`src/rtl/stpars_pkg.sv`:
```
// Shared constants, command codes and controller/datapath interface types for the segment tree unit.
`timescale 1ns / 1ps
`default_nettype none

package stpars_pkg;

	// Default tree size (leaf positions)
	localparam int MAX_LEAVES_DEF = 1024;

	// Field widths
	localparam int CMD_W      = 2;
	localparam int LEAF_W     = 10;
	localparam int DELTA_W    = 17;
	localparam int BOUND_W    = 11;
	localparam int TOTAL_W    = 42;
	localparam int LEAF_VAL_W = 32;

	// leaves_in_use after reset
	localparam logic [BOUND_W-1:0] LEAVES_RESET = 11'd1024;

	// Command codes (cmd / op_done)
	localparam logic [CMD_W-1:0] CMD_ADD   = 2'd0;
	localparam logic [CMD_W-1:0] CMD_QUERY = 2'd1;
	localparam logic [CMD_W-1:0] CMD_CLEAR = 2'd2;

	// Datapath operation issued by the controller each cycle
	typedef enum logic [2:0] {
		DP_NOP,
		DP_LOAD,
		DP_CLR_STEP,
		DP_LEAF_RD,
		DP_LEAF_WR,
		DP_PATH,
		DP_QRY_STEP,
		DP_RESULT
	} dp_op_t;

	// Datapath status back to the controller
	typedef struct packed {
		logic [CMD_W-1:0] cmd;
		logic             in_tree;
		logic             span_ok;
		logic             path_last;
		logic             q_more;
		logic             clr_last;
	} dp_status_t;

endpackage

`default_nettype wire

```
`src/rtl/stpars_ctrl.sv`:
```
// Controller of the segment tree unit: sequences each command and owns both handshakes.
`timescale 1ns / 1ps
`default_nettype none

module stpars_ctrl
	import stpars_pkg::*;
(
	input  wire logic       clk,
	input  wire logic       arst_n,
	input  wire logic       in_valid,
	output logic            in_ready,
	output logic            out_valid,
	input  wire logic       out_ready,
	input  wire dp_status_t status,
	output dp_op_t          op
);

	typedef enum logic [2:0] {
		S_CLEAR,
		S_IDLE,
		S_DECODE,
		S_LEAF_WR,
		S_PATH,
		S_QUERY,
		S_DONE
	} state_t;

	state_t state_q;
	logic   clr_reply_q;
	logic   out_valid_q;
	logic   out_free;

	assign out_free  = !out_valid_q || out_ready;
	assign in_ready  = state_q == S_IDLE;
	assign out_valid = out_valid_q;

	always_comb begin
		case (state_q)
			S_CLEAR:   op = DP_CLR_STEP;
			S_IDLE:    op = in_valid ? DP_LOAD : DP_NOP;
			S_DECODE:  op = (status.cmd == CMD_ADD && status.in_tree) ? DP_LEAF_RD : DP_NOP;
			S_LEAF_WR: op = DP_LEAF_WR;
			S_PATH:    op = DP_PATH;
			S_QUERY:   op = DP_QRY_STEP;
			S_DONE:    op = out_free ? DP_RESULT : DP_NOP;
			default:   op = DP_NOP;
		endcase
	end

	always_ff @(posedge clk or negedge arst_n) begin
		if (!arst_n) begin
			state_q     <= S_CLEAR;
			clr_reply_q <= 1'b0;
			out_valid_q <= 1'b0;
		end else begin
			// result register: filled from DONE, emptied by a transfer
			if (state_q == S_DONE && out_free) begin
				out_valid_q <= 1'b1;
			end else if (out_ready) begin
				out_valid_q <= 1'b0;
			end
			case (state_q)
				S_CLEAR: begin
					if (status.clr_last) begin
						clr_reply_q <= 1'b0;
						state_q     <= clr_reply_q ? S_DONE : S_IDLE;
					end
				end
				S_IDLE: begin
					if (in_valid) begin
						state_q <= S_DECODE;
					end
				end
				S_DECODE: begin
					case (status.cmd)
						CMD_ADD:   state_q <= status.in_tree ? S_LEAF_WR : S_DONE;
						CMD_QUERY: state_q <= status.span_ok ? S_QUERY : S_DONE;
						CMD_CLEAR: begin
							clr_reply_q <= 1'b1;
							state_q     <= S_CLEAR;
						end
						default:   state_q <= S_DONE;
					endcase
				end
				S_LEAF_WR: begin
					state_q <= S_PATH;
				end
				S_PATH: begin
					if (status.path_last) begin
						state_q <= S_DONE;
					end
				end
				S_QUERY: begin
					if (!status.q_more) begin
						state_q <= S_DONE;
					end
				end
				S_DONE: begin
					if (out_free) begin
						state_q <= S_IDLE;
					end
				end
				default: begin
					state_q <= S_IDLE;
				end
			endcase
		end
	end

	a_result_room: assert property (@(posedge clk) disable iff (!arst_n)
		(op == DP_RESULT) |-> (!out_valid_q || out_ready))
		else $error("result loaded over an untaken result");

	a_valid_from_result: assert property (@(posedge clk) disable iff (!arst_n)
		$rose(out_valid_q) |-> $past(op == DP_RESULT))
		else $error("out_valid rose without a result load");

	a_path_exit: assert property (@(posedge clk) disable iff (!arst_n)
		(state_q == S_PATH && status.path_last) |=> (state_q == S_DONE))
		else $error("path update did not stop at the root");

	a_query_exit: assert property (@(posedge clk) disable iff (!arst_n)
		(state_q == S_QUERY && !status.q_more) |=> (state_q == S_DONE))
		else $error("span walk did not stop when the bounds met");

endmodule

`default_nettype wire

```
`config.mk`:
```
export PLATFORM = sky130hd
export DESIGN_NAME = stpars_ctrl
export DESIGN_NICKNAME = d
export VERILOG_FILES = /design/src/rtl/stpars_pkg.sv /design/src/rtl/stpars_ctrl.sv
export SDC_FILE = /design/constraint.sdc
export NUM_CORES = 1
export LEC_CHECK = 0
export BUFFER_PORTS_ARGS = -buffer_cell sky130_fd_sc_hd__buf_2
export CAP_MARGIN = 25
export CORE_AREA = 5 5 42 44
export CTS_CLUSTER_SIZE = 12
export DETAILED_ROUTE_END_ITERATION = 8
export DIE_AREA = 0 0 47 49
export SETUP_SLACK_MARGIN = 0.05
export SYNTH_ARGS = -nofsm -noshare
export SYNTH_HDL_FRONTEND = slang
export SYNTH_SLANG_ARGS = --single-unit
```
`constraint.sdc`:
```
create_clock -name clk -period 2.6 [get_ports clk]
set_input_delay 0.39 -clock clk [delete_from_list [all_inputs] [get_ports clk]]
set_output_delay 0.39 -clock clk [all_outputs]
set_load 0.005 [all_outputs]
```
==> results of run 1 <==
## synth_stat cells
master | count | area, um^2
nor4b_1 | 1 | 8.76
dfrtp_1 | 5 | 125
nor2b_1 | 5 | 31.3
o32ai_1 | 2 | 17.5
o21ai_0 | 2 | 10.0
or3_1 | 1 | 6.26
a31oi_1 | 2 | 12.5
o21bai_1 | 1 | 7.51
buf_6 | 1 | 11.3
o22a_1 | 1 | 8.76
nor2_1 | 7 | 26.3
nand2_1 | 4 | 15.0
inv_1 | 2 | 7.51
a22oi_1 | 1 | 7.51
or2_2 | 1 | 6.26
clkbuf_1 | 1 | 3.75
a211o_2 | 1 | 10.0
o21a_1 | 1 | 7.51
o32a_1 | 1 | 10.0
o22ai_1 | 1 | 6.26
nor3b_1 | 2 | 15.0
a21oi_2 | 1 | 8.76
a22o_1 | 2 | 17.5
nand4b_1 | 1 | 8.76
mux2i_1 | 1 | 10.0
o211ai_1 | 1 | 7.51
a21oi_1 | 5 | 25.0
nor3_1 | 1 | 5.00
nand2b_1 | 3 | 18.8
buf_2 | 2 | 10.0
## cells by family (layout without fill, tap and decap cells)
logic type	count (synthesis)	after routing	share of synthesized area [%]
multiplexers	1	1	2.15
buffers and inverters	6	22	6.99
AND/OR/NAND/NOR	26	26	30.4
flip-flops	5	5	26.9
AO/OA/AOI/OAI	22	22	33.6
## registers in the layout, summed over array words and instances, names as in the netlist
name and flops:
state_q 3, clr_reply_q 1, out_valid 1
## power by group through the flow
stage | logic (mW) | registers (mW) | clock network [mW]
finish | 0.333 | 0.208 | 0.0868
detailed placement | 0.337 | 0.208 | 0
floorplan | 0.324 | 0.142 | 0
CTS | 0.340 | 0.207 | 0.0917
global route | 0.379 | 0.222 | 0.0994
global placement | 0.338 | 0.210 | 0
## cell type report
class                      instances  area, um^2  share of cell area [%]
clock buffer                       4        26.3                    4.60
inverter                           2        7.51                    1.31
multi-input combinational         49         308                    53.8
sequential                         5         125                    21.9
tap                               16        20.0                    3.50
timing repair buffer              16        85.1                    14.9
## how the worst max path moves through the flow
stage	start	endpoint	depth (start not counted)
after global placement	state_q[2]	op[0]	4
after floorplan	state_q[2]	op[0]	4
final	state_q[2]	op[0]	4
after detailed placement	state_q[2]	op[0]	4
after CTS	state_q[2]	op[0]	4
after global routing	state_q[2]	op[0]	4
## worst min-delay path, delay by kind of cell
kind / cells / cell delay [ns]
AND/OR/NAND/NOR: 2 / 0.13
AO/OA/AOI/OAI: 1 / 0.05
buffers and inverters: 1 / 0.10
## routing by layer
| metal | share of wire (%) | up-vias |
|---|---|---|
| li1 | - | 254 |
| met1 | 48 | 209 |
| met2 | 46 | 9 |
| met3 | 6.1 | 0 |
| met4 | 0 | 0 |
| met5 | 0 | - |
==> flow_summary.json, run 1 <==
{
  "status": "completed",
  "fin_worst_hold_slack_ns": 0.484,
  "layout.nets": 88,
  "core_area_um2": 1400,
  "syn2layout_area_growth_pct": 22.8,
  "drc": 0,
  "worst_r2r_endpoint": "state_q[0]",
  "min-delay-path-class": "in -> reg",
  "crit_path_end_kind": "output pin",
  "syn_area_um2": 465,
  "synth.distinct_cells": 30,
  "cts.root.buffer_cell": "clkbuf_4",
  "crit_type": "reg -> out",
  "netSwitchingPower_mw": 0.269,
  "use_met2_pct": 13.3,
  "drv_cap": 0,
  "cts_inserted_buffers": 3,
  "gp_congestion": 0.741,
  "p_sw_share_pct": 42.9,
  "cts_htree_levels": 1,
  "combinationalPowerShare_pct": 53.0,
  "place_ws_ns": 0.817,
  "cp_num_buf_inv": 1,
  "use_met1_pct": 12.9,
  "clkLatencyLatePin_ns": 0.24,
  "finalCriticalPeriod_ns": 2.05,
  "vias_per_cell": 5.13,
  "rsz0062_at_grt": "no",
  "holdPathStages": 4,
  "grt_antenna_before_repair": 0,
  "power.density_nw_per_um2": 1100,
  "ys_warn_count": 0,
  "initial_utilization_pct": 33.2,
  "cts_tree": "yes",
  "grt_pass1_vias": 411,
  "worstPathMaxFanout": 18,
  "tightest_slew_ns": 0.457,
  "critical_path.top_delay_family": "flip-flops",
  "startpoint_type": "register",
  "die_y_um": 49,
  "rows": 14,
  "dp_hpwl_um": 779,
  "reg2reg_depth": 4,
  "grt_overflow": 0,
  "grt_pass1_wl_mm": 1.64,
  "clk_pin_slew_ns": 0.04,
  "postLayoutCoreUtil_pct": 40.8,
  "ir_drop_mv": 0.682,
  "syn-instance-count": 60,
  "drtIter0Drc": 5,
  "dpl.cell_count": 87,
  "ys_ff_latch": 5,
  "regToRegSetupSlack_ns": 1.07,
  "min_from": "status[0]",
  "port_buffers": 15,
  "grt_max_degree": 19,
  "antenna_cells": 0,
  "final_common_cell": "buf_2",
  "slew_violations": 0,
  "top_usage_layer": "met2",
  "setup_tns_ns": 0,
  "critPathArrivalTime_ns": 1.66,
  "seq_area_frac_synth_pct": 26.9,
  "layout_common_cells": "buf_2 (15), nor2_1 (7), nor2b_1 (5), a21oi_1 (5), dfrtp_1 (5)",
  "cts_resized": 0,
  "worst_clock_skew_ns": 0.00138,
  "vias": 472,
  "cp_slowest_cell": "dfrtp_1",
  "min_delay_worst_endpoint": "clr_reply_q",
  "ctsHoldBuffers": 1,
  "fillerInstances": 160,
  "final-hold-violation-count": 0,
  "routed_wl_mm": 1.01,
  "seqPwrFrac_pct": 33.1,
  "cts_setup_buffers": 0,
  "die_x_um": 47,
  "syn_avg_cell_area_um2": 7.76,
  "min_period_over_period_pct": 79.0,
  "path_cells": "nor4b_1, a22oi_1, o22ai_1, buf_2",
  "first_pass_iters": 4,
  "power_frac_clock_pct": 13.8,
  "slew_headroom_pct": 69.6,
  "fmax_ghz": 0.487,
  "r2r-start": "state_q[1]",
  "met3_usage_pct": 2.95,
  "final_antenna_net_count": 0,
  "placed_cell_area_um2": 536,
  "wl_per_cell_um": 11.0,
  "p_int_mw": 0.359,
  "layoutNonFillerInstCount": 92,
  "io_pins": 16,
  "syn-num-nets": 71,
  "required_ns": 2.21,
  "p_leak_nw": 0.253,
  "slowest_delay_ns": 0.53,
  "clock_path_buffers": 2,
  "cts.sinks": 5,
  "grtUsageTotal_pct": 9.70,
  "p_total_mw": 0.628,
  "finalSetupViolations": 0,
  "worst_slack_ns": 0.546,
  "final_area_um2": 572,
  "die_area_um2": 2300,
  "final_layout_size_suffix_gt1_share_pct": 27.6
}
Power figures use the tool's default switching activity.
==> run 2, diff against run 1 <==
==> constraint.sdc (replaced) <==
create_clock -name clk -period 1.81 [get_ports clk]
set_input_delay 0.2715 -clock clk [delete_from_list [all_inputs] [get_ports clk]]
set_output_delay 0.2715 -clock clk [all_outputs]
set_load 0.005 [all_outputs]
==> flow_summary.json, run 2 (synthesis gave the netlist of run 1 again) <==
{
  "grt_max_degree": 15,
  "worstPathMaxFanout": 7,
  "drtIter0Drc": 10,
  "crit_type": "reg -> out",
  "r2r-start": "state_q[2]",
  "io_pins": 16,
  "final_antenna_net_count": 0,
  "grt_pass1_wl_mm": 1.72,
  "dp_hpwl_um": 854,
  "final_common_cell": "buf_2",
  "clkLatencyLatePin_ns": 0.24,
  "die_x_um": 47,
  "initial_utilization_pct": 33.2,
  "finalSetupViolations": 0,
  "finalCriticalPeriod_ns": 1.66,
  "drc": 0,
  "cts.sinks": 5,
  "routed_wl_mm": 1.12,
  "largest-register": "state_q",
  "critPathArrivalTime_ns": 1.39,
  "grtUsageTotal_pct": 10.3,
  "rsz0062_at_grt": "no",
  "gp_congestion": 0.748,
  "cts_htree_levels": 1,
  "grt_overflow": 0,
  "first_pass_iters": 4,
  "cp-startpoint": "state_q[2]",
  "min_period_over_period_pct": 91.9,
  "required_ns": 1.54,
  "p_total_mw": 0.998,
  "worst_clock_skew_ns": 0.00122,
  "min-delay-path-class": "in -> async",
  "status": "completed",
  "startpoint_type": "register",
  "slew_headroom_pct": 74.9,
  "tightest_slew_ns": 0.376,
  "wl_per_cell_um": 11.6,
  "antenna_cells": 0,
  "largest_reg_flops": 3,
  "die_y_um": 49,
  "final_layout_size_suffix_gt1_share_pct": 36.3,
  "layout.nets": 92,
  "cts_inserted_buffers": 3,
  "setup_tns_ns": 0,
  "cts_tree": "yes",
  "grt_pass1_vias": 444,
  "slew_violations": 0,
  "core_area_um2": 1400,
  "crit_path_end_kind": "output pin",
  "port_buffers": 15,
  "drv_cap": 0,
  "cts.root.buffer_cell": "clkbuf_4",
  "vias": 490,
  "final-hold-violation-count": 0,
  "fmax_ghz": 0.601,
  "p_leak_nw": 0.278,
  "power.density_nw_per_um2": 1600,
  "die_area_um2": 2300,
  "ir_drop_mv": 0.901,
  "clock_path_buffers": 2,
  "rows": 14,
  "syn2layout_area_growth_pct": 33.6,
  "clk_pin_slew_ns": 0.04,
  "grt_antenna_before_repair": 0,
  "layout_common_cells": "buf_2 (15), nor2_1 (7), a21oi_1 (5)",
  "vias_per_cell": 5.10
}
[run 2: changes by cell type in the layout (fill, tap and decap cells not counted)]
cell     before  now
nor2b_2       0    1
nor4b_4       0    1
nor4b_1       1    0
dfrtp_1       5    3
nor2b_1       5    4
dfrtp_2       0    2
buf_4         0    4
[run 2: area by class of cell]
class / count / area, um^2
Clock buffer: 4 / 26.3
Fill cell: 168 / 779
Inverter: 2 / 7.51
Multi-Input combinational cell: 49 / 325
Sequential cell: 5 / 128
Tap cell: 16 / 20.0
Timing Repair Buffer: 20 / 115
[run 2: metrics by stage]
stage          cells  hold slack [ns]  setup slack, ns  cell area [um^2]  utilization [%]
6_report          96            0.366            0.147               622             44.4
2_1_floorplan     60          -0.0241            0.430               465                -
5_1_grt           96            0.375           0.0536               622             44.4
3_5_place_dp      90           0.0880            0.292               558             39.8
4_1_cts           95            0.361           0.0617               601             42.9
3_3_place_gp      90           0.0880            0.309               558             39.8
[run 2: path summary, 6_finish.rpt]
check	end	slack (ns)	cells after the start
min reg2reg	clr_reply_q	0.58	2
min	clr_reply_q	0.37	2
min in group clk	clr_reply_q	0.37	4
max reg2reg	state_q[1]	0.31	5
max	op[0]	0.15	4
max in group asynchronous	state_q[0]	1.30	2
[run 2: power by group]
| part | switching (mW) | internal [mW] | total (mW) |
|---|---|---|---|
| Combinational | 0.263 | 0.328 | 0.591 |
| Clock | 0.0413 | 0.0831 | 0.124 |
| Sequential | 0.117 | 0.166 | 0.283 |
| Total | 0.421 | 0.577 | 0.998 |
[run 2: repair_timing]
action	in CTS	in global routing
hold endpoints to repair	5	0
resized for setup	1	4
setup endpoints to repair	1	3
hold buffers	1	0
buffers inserted	0	1
[run 2: routing by layer]
metal / vias to the layer above / share of wire, % / global-route usage (%) / wire length [um]
met5: - / 0 / 0 / 0
met2: 11 / 48 / 14.0 / 539
li1: 263 / - / - / -
met3: 0 / 6.3 / 2.95 / 70
met4: 0 / 0 / 6.91 / 0
met1: 216 / 45 / 13.6 / 507
[run 2: worst max-delay path, stage by stage, from the launching register on]
cell and delay [ns]:
dfrtp_2 0.46, nor4b_4 0.32, a22oi_1 0.10, o22ai_1 0.15
buf_2 0.13
